$ cat src/hw/rtl/swe_pkg.sv
package swe_pkg;

	// Default number of exponential stages and the size of the logarithm table.
	localparam int CORDIC_STAGES_DEF = 20;
	localparam int ROM_SIZE = 33;

	// The quotient a = w / (1 + w) has 31 fraction bits, one per divider stage.
	localparam int DIV_STEPS = 31;

	// Byte address width of the register port: eight 32-bit registers.
	localparam int ADDR_W = 5;

	typedef enum logic [2:0] {
		REG_WAVE_HEIGHT  = 3'd0,
		REG_WAVE_NUMBER  = 3'd1,
		REG_CELERITY     = 3'd2,
		REG_DIR_X        = 3'd3,
		REG_DIR_Y        = 3'd4,
		REG_DIR_Z        = 3'd5,
		REG_PHASE_OFFSET = 3'd6,
		REG_SEA_LEVEL    = 3'd7
	} reg_idx_t;

	// One beat inside the exponential pipeline.
	typedef struct packed {
		logic [31:0] s;
		logic [33:0] p;
		logic [6:0]  sh;
	} exp_beat_t;

	// One beat inside the divider pipeline.
	typedef struct packed {
		logic [33:0] r;
		logic [33:0] d;
		logic [30:0] q;
	} div_beat_t;

	typedef logic [31:0] ln_rom_t [ROM_SIZE];

	// Restoring division, used only while building constants.
	function automatic logic [63:0] udiv64(input logic [63:0] num, input logic [63:0] den);
		logic [64:0] rem;
		logic [63:0] quo;
		rem = '0;
		quo = '0;
		for (int b = 63; b >= 0; b--) begin
			rem = {rem[63:0], num[b]};
			if (rem >= {1'b0, den}) begin
				rem = rem - {1'b0, den};
				quo[b] = 1'b1;
			end
		end
		return quo;
	endfunction

	// ln(1 + 2^-idx) in Q.32, rounded to nearest; idx zero gives ln 2.
	function automatic logic [31:0] ln_q32(input int idx);
		logic [63:0] acc;
		logic [63:0] t;
		logic [63:0] rnd;
		acc = '0;
		if (idx == 0) begin
			for (int n = 1; n <= 62; n++) begin
				acc = acc + udiv64(64'd1 << (62 - n), 64'(n));
			end
		end else begin
			for (int n = 1; n * idx <= 62; n++) begin
				t = udiv64(64'd1 << (62 - n * idx), 64'(n));
				if (n % 2 == 1) begin
					acc = acc + t;
				end else begin
					acc = acc - t;
				end
			end
		end
		rnd = (acc + (64'd1 << 29)) >> 30;
		return rnd[31:0];
	endfunction

	function automatic ln_rom_t ln_rom_build();
		ln_rom_t rom;
		for (int i = 0; i < ROM_SIZE; i++) begin
			rom[i] = ln_q32(i);
		end
		return rom;
	endfunction

	localparam ln_rom_t LN_ROM = ln_rom_build();
	localparam logic [31:0] LN2_Q32 = ln_q32(0);

	// floor(2^20 / ln2), that is 2^52 / LN2_Q32, for the reciprocal estimate of y / ln2.
	localparam logic [20:0] RECIP_LN2 = 21'((64'd1 << 52) / {32'd0, LN2_Q32});

endpackage

$ cat src/hw/rtl/swe_exp_pipe.sv
module swe_exp_pipe #(
	parameter int STAGES = swe_pkg::CORDIC_STAGES_DEF
) (
	input  logic        clk,
	input  logic        arst_n,
	input  logic        en,
	input  logic        in_valid,
	input  logic [31:0] in_s,
	input  logic [6:0]  in_sh,
	output logic        out_valid,
	output logic [33:0] out_p,
	output logic [6:0]  out_sh
);

	// Shift-and-add exponential: one table entry tried per stage.
	logic                  vld_s [STAGES];
	swe_pkg::exp_beat_t    stg_s [STAGES];

	for (genvar g = 0; g < STAGES; g++) begin : g_stage
		localparam int I = g + 1;
		swe_pkg::exp_beat_t prev;
		swe_pkg::exp_beat_t nxt;
		logic               prev_vld;

		if (g == 0) begin : g_first
			assign prev.s    = in_s;
			assign prev.p    = 34'h1_0000_0000;
			assign prev.sh   = in_sh;
			assign prev_vld  = in_valid;
		end else begin : g_rest
			assign prev      = stg_s[g-1];
			assign prev_vld  = vld_s[g-1];
		end

		always_comb begin
			nxt = prev;
			if (prev.s >= swe_pkg::LN_ROM[I]) begin
				nxt.s = prev.s - swe_pkg::LN_ROM[I];
				nxt.p = prev.p + (prev.p >> I);
			end
		end

		always_ff @(posedge clk or negedge arst_n) begin
			if (!arst_n) begin
				vld_s[g] <= 1'b0;
			end else if (en) begin
				vld_s[g] <= prev_vld;
			end
		end

		always_ff @(posedge clk) begin
			if (en) begin
				stg_s[g] <= nxt;
			end
		end
	end

	assign out_valid = vld_s[STAGES-1];
	assign out_p     = stg_s[STAGES-1].p;
	assign out_sh    = stg_s[STAGES-1].sh;

endmodule

$ cat config.mk
export PLATFORM = sky130hd
export DESIGN_NAME = swe_exp_pipe
export DESIGN_NICKNAME = d
export VERILOG_FILES = /design/src/hw/rtl/swe_pkg.sv /design/src/hw/rtl/swe_exp_pipe.sv
export SDC_FILE = /design/constraint.sdc
export NUM_CORES = 2
export LEC_CHECK = 0
export CORE_MARGIN = 2
export CORE_UTILIZATION = 60
export CTS_CLUSTER_SIZE = 8
export DETAILED_ROUTE_END_ITERATION = 10
export DONT_BUFFER_PORTS = 1
export GPL_TIMING_DRIVEN = 0
export PLACE_DENSITY = 0.74
export SLEW_MARGIN = 0
export SYNTH_ARGS = -nofsm -noshare
export SYNTH_HDL_FRONTEND = slang
export SYNTH_SLANG_ARGS = --single-unit
export TNS_END_PERCENT = 20
$ cat constraint.sdc
create_clock -name clk -period 8.97 [get_ports clk]
set_input_delay 0.897 -clock clk [delete_from_list [all_inputs] [get_ports clk]]
set_output_delay 0.897 -clock clk [all_outputs]
set_load 0.01 [all_outputs]
## Word-level counts from Yosys, hierarchy flattened

Memories as Yosys holds them, arrays and structs flattened.
Cells that the tools add are included.

- $lt $le $gt $ge: 20
- Muxes and demuxes: 22
- Add/sub/neg operators: 39

Operator list:

| kind | count |
|---|---|
| $mux 66 | 20 |
| $ge 32x17->1 const B | 2 |
| $sub 32x17->32 const B | 2 |
| $add 34x14->34 | 1 |
| $add 34x15->34 | 1 |
| $add 34x16->34 | 1 |
| $add 34x17->34 | 1 |
| $add 34x18->34 | 1 |
| $add 34x19->34 | 1 |
| $add 34x20->34 | 1 |
| $add 34x21->34 | 1 |
| $add 34x22->34 | 1 |
| $add 34x23->34 | 1 |
| $add 34x24->34 | 1 |
| $add 34x25->34 | 1 |
| $add 34x26->34 | 1 |
| $add 34x27->34 | 1 |
| $add 34x28->34 | 1 |
| $add 34x29->34 | 1 |
| $add 34x30->34 | 1 |
| $add 34x31->34 | 1 |
| $add 34x32->34 | 1 |
| $ge 32x13->1 const B | 1 |
| $ge 32x14->1 const B | 1 |
| other kinds (35) | 36 |

- Logic and storage cells: 102
- Memories: 1
- Bits of input ports: 43
- RAM bits: 1460
- Output and inout bits: 42
- Register bits after elaboration: 20

Memories:

| name | words | width | rd ports | clocked after Yosys merged registers in | wr ports | RTL line | source |
|---|---|---|---|---|---|---|---|
| stg_s | 20 | 73 | 20 | 0 | 20 | swe_exp_pipe.sv:17 | `swe_pkg::exp_beat_t stg_s [STAGES];` |

## Logic depth before layout (Yosys ltp)

An unclocked memory read counts as a cell.

- Depth in word-level cells: 3
- Gate-level depth with buffers: 13
- Mapped depth without buffers: 12

## Least setup slack after synthesis

No wires, ideal clock.

- Path type: input to register
- Start point: input port in_s[0]
- End point: memory stg_s[0][48] in the netlist's numbering, data pin
- Buffers on the path: 2
- Library setup time: 260 ps
- Slack: 5416 ps
- Stages on the path: 12
- Arrival time: 3293 ps
- Required time: 8710 ps
- Path through: ha_1 > o311ai_2 > a211oi_1 > o41ai_2 > nand2_1 > a311oi_2 > o21ai_1 > a31oi_1 > buf_4 > buf_4 > nor2_1 > xor2_1

RTL lines:

| what | RTL line | source |
|---|---|---|
| start: declaration | swe_exp_pipe.sv:8 | `input logic [31:0] in_s,` |
| end: declaration | swe_exp_pipe.sv:17 |  |

==> impl_metrics.tcl <==
set metrics [dict create \
    status "finished, violations left" \
    violations "slew limit" \
    syn_to_final_growth_pct 10.2 \
    synthArstFlopShare 0.0156 \
    synth_edf_count 1260 \
    fill_cells 8358 \
    synth_fa_ha_area_frac 0.0632 \
    cts.sinks 1280 \
    numCtsBuffers 179 \
    final_cell_mix "edfxtp_1, nand2_1, nor2_1, xnor2_1, xor2_1" \
    crit_arrival_ns 4.68 \
    die_area_um2 117000 \
    start_util 0.603 \
    synth_cells 5960 \
    slew_headroom -0.154 \
    htreeDepth 4 \
    synth-xor-area-share 0.114 \
    rsz0062_at_grt "false" \
    finalCritPeriodShare 0.466 \
    synthMuxAreaShare 0.00616 \
    io_pins 85 \
    path_max_fanout 10 \
    synth_cell_types 90 \
    core-area_um2 114000 \
    synth-simple-area-share 0.143 \
    worst_hold_slack_ns 0.222 \
    vdd_drop_max_uv 244 \
    first_pass_iters 7 \
    vias 45708 \
    worst_setup_path_start_kind "register" \
    insertion_delay_ns 0.78 \
    drcViolationCount 0 \
    path_class "register to register" \
    cts_tree "built" \
    dp.cells 7472 \
    grt_pass1_vias 44986 \
    routed_wl_um 150000 \
    cp.required_ns 9.47 \
    antenna_left 0 \
    finalSetupViolations 0 \
    synth-compound-area-share 0.100 \
    ys_seq_elements 1280 \
    grt_pass1_wl_um 236000 \
    drv_cap 0 \
    drive_gt1_frac 0.0514 \
    total_power_w 0.0267 \
    nNetsFinal 6527 \
    io_buffers 0 \
    syn_area_um2 68700 \
    slew_violations 178 \
    ys_warn_count 0 \
    ff2ff_setup_slack_ns 4.79 \
    avgSynthCellArea_um2 11.5 \
    synth_ff_type "edfxtp_1" \
    post-route-min-period_ns 4.18 \
    diodes 0 \
    worstMarginPinSlew_ns 1.73 \
    yosysSeqAreaShare 0.558 \
    clock_path_buffers 3 \
    grt.total_usage 0.254 \
    overflow 0 \
    hpwl_um 109000 \
    antenna_found_initial 1 \
    synth_top_family_by_area "simple AND/OR/NAND/NOR gates" \
    pwr_density_cell_nw_per_um2 353 \
    clockRootBuffer "clkbuf_16" \
    syn_nets 6340 \
    final_hold_viol_count 0 \
    vias_per_cell 5.93 \
    clk_pin_slew_ns 0.05 \
    dr.first_iter.drc_count 3413 \
    tns_ns 0 \
    p_leak_nw 28.2 \
    routabilityCongestion 0.944 \
    die_h_um 342 \
    die_w_um 342 \
    std_cell_rows 124 \
    wl_per_cell_um 19.5 \
    final_common_cell "edfxtp_1" \
    fin_skew_ns 0.0617 \
    end_kind "register" \
    clock.fmax_mhz 239 \
    stdcell_count 7702 \
    hold_path_class "input pin to register" \
    grt_max_degree 1263 \
]
final cells by class:
cell class / count / area (um2) / share of cell area
multi-input cells: 4416 / 29300 / 0.387
well taps: 1512 / 1890 / 0.0250
repair buffers: 6 / 148 / 0.00195
flip-flops and latches: 1280 / 38300 / 0.507
clock buffers: 207 / 4610 / 0.0609
inverters: 153 / 574 / 0.00759
plain buffers: 111 / 474 / 0.00627
clock inverters: 17 / 342 / 0.00451
where the power goes:
part | internal [W] | total, W | switching (W)
combinational | 0.00452 | 0.0103 | 0.00574
sequential | 0.00896 | 0.0104 | 0.00147
clock | 0.00361 | 0.00604 | 0.00243
per-stage QoR:
stage	util	instance area (um2)	setup WS, ns
finish	0.664	75700	4.79
detailed placement	0.620	70600	4.83
global placement	0.620	70600	4.86
floorplan	-	68700	5.42
CTS	0.663	75500	4.79
global route	0.664	75700	4.69
registers in the layout, summed over array words and instances (netlist names):
| signal | cells |
|---|---|
| out_valid | 1 |
| stg_s | 1260 |
| g_stage.prev_vld | 19 |
worst paths after layout:
path	startpoint	end	cells after the start
worst max-delay path	stg_s[3][121]	stg_s[3][190]	9
worst min-delay path	in_sh[0]	stg_s[0][0]	0
worst max register to register	stg_s[3][121]	stg_s[3][190]	9
worst min register to register	stg_s[2][115]	stg_s[2][188]	0
max in group asynchronous	arst_n	g_stage[1].prev_vld	1
min in group asynchronous	arst_n	g_stage[16].prev_vld	1
worst max-delay path, cell delays in order (launching register included):
cell and delay (ns):
edfxtp_1 0.45, and4_1 0.30, nand3_1 0.11, nor4_1 0.69
nand2_1 0.26, nand3_1 0.45, clkbuf_1 0.63, clkbuf_1 0.66
nand2_1 0.16, xnor2_1 0.19
synthesized netlist by cell type (25+ instances only):
master    count  area share
xnor2_1     446       0.057
inv_1       151      0.0083
clkbuf_1     82      0.0045
xor2_1      445       0.057
nand3_1     177       0.013
nor2b_1      43      0.0039
or3_1        59      0.0054
mux2_2       34      0.0056
a21oi_1     346       0.025
nor4_1       90      0.0082
ha_1        320       0.058
nand2b_1     60      0.0055
a211oi_1     39      0.0043
o31ai_1      32      0.0035
edfxtp_1   1260        0.55
or4_1        28      0.0031
nor3_1      163       0.012
nand2_1     610       0.033
a21o_1      129       0.014
a31oi_1      25      0.0023
o21ai_0     284       0.021
o21a_1       56      0.0061
and3_1       84      0.0077
nor2_1      480       0.026
and2_1       59      0.0054
nand4_1      95      0.0087
o21bai_1     34      0.0037
repair_timing:
action,CTS,global route
setup buffers,0,0
hold buffers,1,0
resized for setup,0,0
endpoints found under the hold margin,20,0
endpoints found under the setup margin,0,0
kinds of logic after synthesis:
logic type      after synthesis
flops                      1280
simple gates               2044
fa+ha+maj                   337
compound gates             1106
buf+inv                     264
mux                          38
xor+xnor                    891
per-layer routing:
layer | vias to the layer above | global-route usage | wire length [um]
met1 | 21778 | 0.315 | 62000
li1 | 22294 | - | -
met3 | 333 | 0.0376 | 7390
met5 | - | 0 | 0
met4 | 0 | 0.117 | 6610
met2 | 1303 | 0.441 | 73900
Power figures use the tool's default switching activity.
