`src/hw/rtl/swe_pkg.sv`:
```
package swe_pkg;

	// Default number of exponential stages and the size of the logarithm table.
	localparam int CORDIC_STAGES_DEF = 20;
	localparam int ROM_SIZE = 33;

	// The quotient a = w / (1 + w) has 31 fraction bits, one per divider stage.
	localparam int DIV_STEPS = 31;

	// Byte address width of the register port: eight 32-bit registers.
	localparam int ADDR_W = 5;

	typedef enum logic [2:0] {
		REG_WAVE_HEIGHT  = 3'd0,
		REG_WAVE_NUMBER  = 3'd1,
		REG_CELERITY     = 3'd2,
		REG_DIR_X        = 3'd3,
		REG_DIR_Y        = 3'd4,
		REG_DIR_Z        = 3'd5,
		REG_PHASE_OFFSET = 3'd6,
		REG_SEA_LEVEL    = 3'd7
	} reg_idx_t;

	// One beat inside the exponential pipeline.
	typedef struct packed {
		logic [31:0] s;
		logic [33:0] p;
		logic [6:0]  sh;
	} exp_beat_t;

	// One beat inside the divider pipeline.
	typedef struct packed {
		logic [33:0] r;
		logic [33:0] d;
		logic [30:0] q;
	} div_beat_t;

	typedef logic [31:0] ln_rom_t [ROM_SIZE];

	// Restoring division, used only while building constants.
	function automatic logic [63:0] udiv64(input logic [63:0] num, input logic [63:0] den);
		logic [64:0] rem;
		logic [63:0] quo;
		rem = '0;
		quo = '0;
		for (int b = 63; b >= 0; b--) begin
			rem = {rem[63:0], num[b]};
			if (rem >= {1'b0, den}) begin
				rem = rem - {1'b0, den};
				quo[b] = 1'b1;
			end
		end
		return quo;
	endfunction

	// ln(1 + 2^-idx) in Q.32, rounded to nearest; idx zero gives ln 2.
	function automatic logic [31:0] ln_q32(input int idx);
		logic [63:0] acc;
		logic [63:0] t;
		logic [63:0] rnd;
		acc = '0;
		if (idx == 0) begin
			for (int n = 1; n <= 62; n++) begin
				acc = acc + udiv64(64'd1 << (62 - n), 64'(n));
			end
		end else begin
			for (int n = 1; n * idx <= 62; n++) begin
				t = udiv64(64'd1 << (62 - n * idx), 64'(n));
				if (n % 2 == 1) begin
					acc = acc + t;
				end else begin
					acc = acc - t;
				end
			end
		end
		rnd = (acc + (64'd1 << 29)) >> 30;
		return rnd[31:0];
	endfunction

	function automatic ln_rom_t ln_rom_build();
		ln_rom_t rom;
		for (int i = 0; i < ROM_SIZE; i++) begin
			rom[i] = ln_q32(i);
		end
		return rom;
	endfunction

	localparam ln_rom_t LN_ROM = ln_rom_build();
	localparam logic [31:0] LN2_Q32 = ln_q32(0);

	// floor(2^20 / ln2), that is 2^52 / LN2_Q32, for the reciprocal estimate of y / ln2.
	localparam logic [20:0] RECIP_LN2 = 21'((64'd1 << 52) / {32'd0, LN2_Q32});

endpackage

```
`src/hw/rtl/swe_div_pipe.sv`:
```
module swe_div_pipe (
	input  logic        clk,
	input  logic        arst_n,
	input  logic        en,
	input  logic        in_valid,
	input  logic [32:0] in_w,
	output logic        out_valid,
	output logic [30:0] out_a
);

	// Restoring divider for a = floor(w * 2^31 / (2^32 + w)), one quotient bit per stage.
	// The quotient never reaches 2^31, so the remainder starts out as w itself.
	localparam int N = swe_pkg::DIV_STEPS;

	logic                  vld_s [N];
	swe_pkg::div_beat_t    stg_s [N];

	for (genvar g = 0; g < N; g++) begin : g_step
		swe_pkg::div_beat_t prev;
		swe_pkg::div_beat_t nxt;
		logic               prev_vld;
		logic [34:0]        rr;
		logic               ge;

		if (g == 0) begin : g_first
			assign prev.r   = {1'b0, in_w};
			assign prev.d   = 34'h1_0000_0000 + {1'b0, in_w};
			assign prev.q   = '0;
			assign prev_vld = in_valid;
		end else begin : g_rest
			assign prev     = stg_s[g-1];
			assign prev_vld = vld_s[g-1];
		end

		always_comb begin
			rr    = {prev.r, 1'b0};
			ge    = (rr >= {1'b0, prev.d});
			nxt   = prev;
			nxt.q = {prev.q[29:0], ge};
			if (ge) begin
				nxt.r = 34'(rr - {1'b0, prev.d});
			end else begin
				nxt.r = rr[33:0];
			end
		end

		always_ff @(posedge clk or negedge arst_n) begin
			if (!arst_n) begin
				vld_s[g] <= 1'b0;
			end else if (en) begin
				vld_s[g] <= prev_vld;
			end
		end

		always_ff @(posedge clk) begin
			if (en) begin
				stg_s[g] <= nxt;
			end
		end
	end

	assign out_valid = vld_s[N-1];
	assign out_a     = stg_s[N-1].q;

endmodule
```
`config.mk`:
```
export PLATFORM = sky130hd
export DESIGN_NAME = swe_div_pipe
export DESIGN_NICKNAME = d
export VERILOG_FILES = /design/src/hw/rtl/swe_pkg.sv /design/src/hw/rtl/swe_div_pipe.sv
export SDC_FILE = /design/constraint.sdc
export NUM_CORES = 2
export LEC_CHECK = 0
export BUFFER_PORTS_ARGS = -buffer_cell sky130_fd_sc_hd__buf_2
export CAP_MARGIN = 10
export CORE_MARGIN = 3
export CORE_UTILIZATION = 45
export CTS_CLUSTER_SIZE = 40
export DETAILED_ROUTE_END_ITERATION = 6
export GPL_ROUTABILITY_DRIVEN = 0
export GPL_TIMING_DRIVEN = 0
export PLACE_DENSITY = 0.7
export RECOVER_POWER = 25
export SETUP_SLACK_MARGIN = 0.5
export SLEW_MARGIN = 20
export SYNTH_ARGS = -nofsm -noshare
export SYNTH_HDL_FRONTEND = slang
export SYNTH_SLANG_ARGS = --single-unit
```
`constraint.sdc`:
```
create_clock -name clk -period 5.5 [get_ports clk]
set_clock_uncertainty 0.15 [all_clocks]
set_input_delay 1.1 -clock clk [delete_from_list [all_inputs] [get_ports clk]]
set_output_delay 1.1 -clock clk [all_outputs]
set_load 0.01 [all_outputs]
```
== Yosys cells after proc, flatten, opt, wreduce, memory -nomap -nowiden ==
Memories as Yosys holds them, arrays and structs flattened.
Index checks and enable logic that the tools add are counted.

* $add $sub $neg: 32
* Magnitude comparators: 31
* Mux-type cells: 33

{| class="wikitable"
|+ Operator list
! cell !! count
|-
| 34-bit 2-to-1 mux || 31
|-
| 34-bit subtractor || 31
|-
| 35-bit by 34-bit >= comparator with 1-bit output || 30
|-
| 33-bit by 33-bit adder with 34-bit output (first input constant) || 1
|-
| 34-bit >= comparator || 1
|-
| 1-bit 2-to-1 mux || 2
|}

* Logic and storage cells: 128
* Memories kept: 1
* Register bits: 31
* Memory bits (writable): 3,069

{| class="wikitable"
|+ Memories
! name !! words !! width !! read ports !! clocked after memory_dff !! wr ports !! line !! text
|-
| stg_s || 31 || 99 || 31 || 0 || 31 || swe_div_pipe.sv:16 || <nowiki>swe_pkg::div_beat_t stg_s [N];</nowiki>
|}

== Logic depth before layout (Yosys ltp) ==
* Depth in word-level cells: 3
* Gate-level depth with buffers: 15
* Mapped depth without buffers: 12

== Worst setup path after synthesis ==
No wires, ideal clock.

* Path kind: input-to-reg
* Start: input port in_w[3]
* End: memory stg_s[0][77] in the netlist's numbering, data pin
* Required time: 5.083 ns
* Data arrival time: 3.463 ns
* Stages: 14
* Slack: 1.621 ns
* Library setup time: 0.267 ns
* Path through: inv_1 ha_1 nand2_1 o21ai_1 a21bo_2 a211oi_1 o31a_1 o31ai_1 a21oi_1 and2_1 clkbuf_1 clkbuf_1 nor2_1 a21oi_1

{| class="wikitable"
|+ RTL lines
! what !! line !! text
|-
| from (decl) || swe_div_pipe.sv:6 || <nowiki>input logic [32:0] in_w,</nowiki>
|-
| to (decl) || swe_div_pipe.sv:16 ||
|}

==> metrics.md <==
| Metric | Value |
|---|---|
| Synth top cells by count | edfxtp_1 (2536), inv_1 (1324), a21oi_1 (1127) |
| Worst skew pair latency | 900 ps |
| Crit path time final | between 4000 and 5000 ps |
| Share of post-route cells with drive strength above 1 | 8.030% |
| Area leader, netlist | edfxtp_1 |
| Row cnt | 207 |
| Reg2reg setup slack | 650 ps |
| CP Max Fanout | 10 |
| Die width | 572.1 um |
| Clk root buf | clkbuf_16 |
| 1st-pass router iterations | 7 |
| Area delta synth->final | 10.51% |
| Top post-synthesis cells by area | edfxtp_1 (53%), ha_1 (9.1%), a21oi_1 (3.9%) |
| PwrDens | 604.2 nW/um2 |
| Initial core utilization | 45.27% |
| Reg2reg start | stg_s[0][164] |
| Crit start category | flop |
| Post-CTS setup buffers | 0 |
| Ys flop type | edfxtp_1 |
| Syn Nets | 13810 |
| Count leader, synth | edfxtp_1 |
| Sequential area share after synthesis | 53.35% |
| Fin util | about half |
| CTS buffer count | between 200 and 300 |
| Initial antenna violation count | 5 |
| DP HPWL | 247400 um |
| Fin nets | 14190 |
| Maxcap violations | 0 |
| Peak supply drop | 0.3357 mV |
| Register bit total from synthesis | 2567 |
| Setup crit start | stg_s[0][164] |
| Relative slew slack | 31.68% |
| FF-to-FF End | stg_s[0][293] |
| Die Span Y | approximately 570 um |
| GRT Total Usage | about a fifth |
| CTS tree | built |
| Die area | 327300 um2 |
| Clk pin slew, worst setup/hold paths | 60 ps |
| Worst Max-Slew Pin Slew | between 1000 and 1500 ps |
| Failing checks | DRC |
| Worst EP required | 5960 ps |
| CP endpoint kind | flop |
| EDFF count, synth | 2536 |
| Final setup fails | 0 |
| Period utilization | 88.16% |
| Global-route wire length before repair | 508100 um |
| Antenna-violating nets left | 0 |
| Port Buffers | approximately 70 |
| Crit path kind | reg -> reg |
| Vias per std cell | 5.568 |
| Via Count | 97360 |
| Clock Path Buffers | 4 |
| Leakage | 64.77 nW |
| Mapped Cells | roughly 13000 |
| 1st-iter DRT viols | 8188 |
| Reg2Reg Depth | 12 |
| Status | finished, violations left |
| Syn_area_per_cell | 11.36 um2 |
| Residual DRC count | 10 |
| Routed Wire Length | roughly 330000 um |
| WP data arrival | 5310 ps |
| CP endpoint | stg_s[0][293] |
| Final Max Tran Viols | 0 |
| Vias in the first global route | 93240 |
| Fillers | 27780 |
| Warnings from Yosys | 0 |
| RSZ-0062 raised after global routing | false |
| TritonCTS Sinks | 2567 |
| Ys async rst share | 1.208% |
| Top cell type's share of synthesized area | 52.81% |
| Netlist Area Pre-Place | between 100000 and 150000 um2 |
| Hold WC Path Type | in -> async |
| GRT overflow | 0 |
| Ports | 69 |
| F_max | 206.2 MHz |
| WL per Instance | roughly 19 um |
| Fin Hold WS | 86.71 ps |
| Post-synth cell types | 104 |
| Core area | 318600 um2 |
| Final hold vios | 0 |
| H-tree levels | 5 |
| Largest net degree at the start of global routing | 150 |
[layout by cell type (no fill, tap or decap), drive strengths merged, types with 118 or more instances in the layout]
master and n:
a21o 535, a21oi 1134, buf 171, clkbuf 572, clkinv 118, edfxtp 2536, ha 1052, inv 1347
mux2 478, nand2 843, nand3 213, nand4 156, nor2 686, nor2b 130, nor3 147, o21ai 733
o21bai 155, xnor2 540, xor2 337
[metal layers]
| metal | vias up | GRT usage (%) | share of wire, % |
|---|---|---|---|
| met1 | 46330 | 24.62 | 42 |
| met4 | 0 | 8.150 | 4.3 |
| li1 | 47380 | - | - |
| met5 | - | 0 | 0 |
| met2 | 2920 | 33.15 | 48 |
| met3 | 730 | 2.812 | 5.9 |
[stage by stage]
step | power [mW] | setup slack [ps] | area, um2 | TNS [ps] | instances
finish | 96.28 | 651.3 | 159400 | 0 | 17490
global route | 102.9 | 512.7 | 159400 | 0 | 17480
CTS | 96.29 | 562.9 | 159400 | 0 | 17480
detailed placement | 77.39 | -650.9 | 150400 | -93860 | 16970
global placement | 78.31 | -39980 | 149800 | - | 16940
floorplan | 65.62 | 1621 | 144200 | 0 | 12700
[what timing repair did]
action,CTS,global route
cloned,1,1
hold buffers,0,0
endpoints found under the setup margin,138,138
resized for setup,1,3
[cell type report]
cell class | count | area, um2 | share of cell area, %
sequential | 2567 | 76930 | 48.27
multi-input combinational | 8492 | 60960 | 38.26
clock buffer | 341 | 7447 | 4.673
tap | 4180 | 5230 | 3.282
inverter | 1326 | 4977 | 3.123
clock inverter | 171 | 1476 | 0.9265
buffer | 311 | 1370 | 0.8597
timing repair buffer | 92 | 954.7 | 0.5991
antenna | 5 | 12.51 | 0.007851
[registers in the layout (all words and copies together), names as in the netlist]
name / count
out_valid: 1
g_step.prev_vld: 30
stg_s: 2536
[report_power, final]
group | internal [mW] | total, mW | switching, mW
Clock | 10.6 | 18.3 | 7.70
Sequential | 29.3 | 32.5 | 3.27
Combinational | 19.4 | 45.4 | 26.0
Total | 59.3 | 96.3 | 37.0
[kinds of logic after synthesis]
| group | share of synthesized area [%] |
|---|---|
| DFF | 53.35 |
| muxes | 3.878 |
| and+or+nand+nor | 8.680 |
| AOI/OAI and AO/OA | 14.84 |
| adders and majority gates | 9.530 |
| xor gates and xnor gates | 5.326 |
| buffers and inverters | 4.401 |
[worst max-delay path, cell delays in order, from the launching register on]
cell and delay, ps:
edfxtp_1 440, ha_1 330, nor2b_1 250, o31ai_1 120
a21oi_1 340, a41oi_1 220, nand2_1 250, a41oi_1 270
o31a_1 430, o311ai_2 730, buf_2 460, buf_2 400
a21oi_1 170
[how the worst min path moves through the flow]
stage	start	to	slack, ps	cells after the start
3_5_place_dp	stg_s[3][1]	stg_s[3][101]	250	0
5_1_grt	arst_n	g_step[17].prev_vld	100	1
6_report	arst_n	g_step[17].prev_vld	90	1
3_3_place_gp	stg_s[7][28]	stg_s[7][128]	250	0
2_1_floorplan	stg_s[0][0]	stg_s[0][100]	250	0
4_1_cts	arst_n	g_step[17].prev_vld	30	1
No activity file was read; power rests on OpenSTA's default activity.
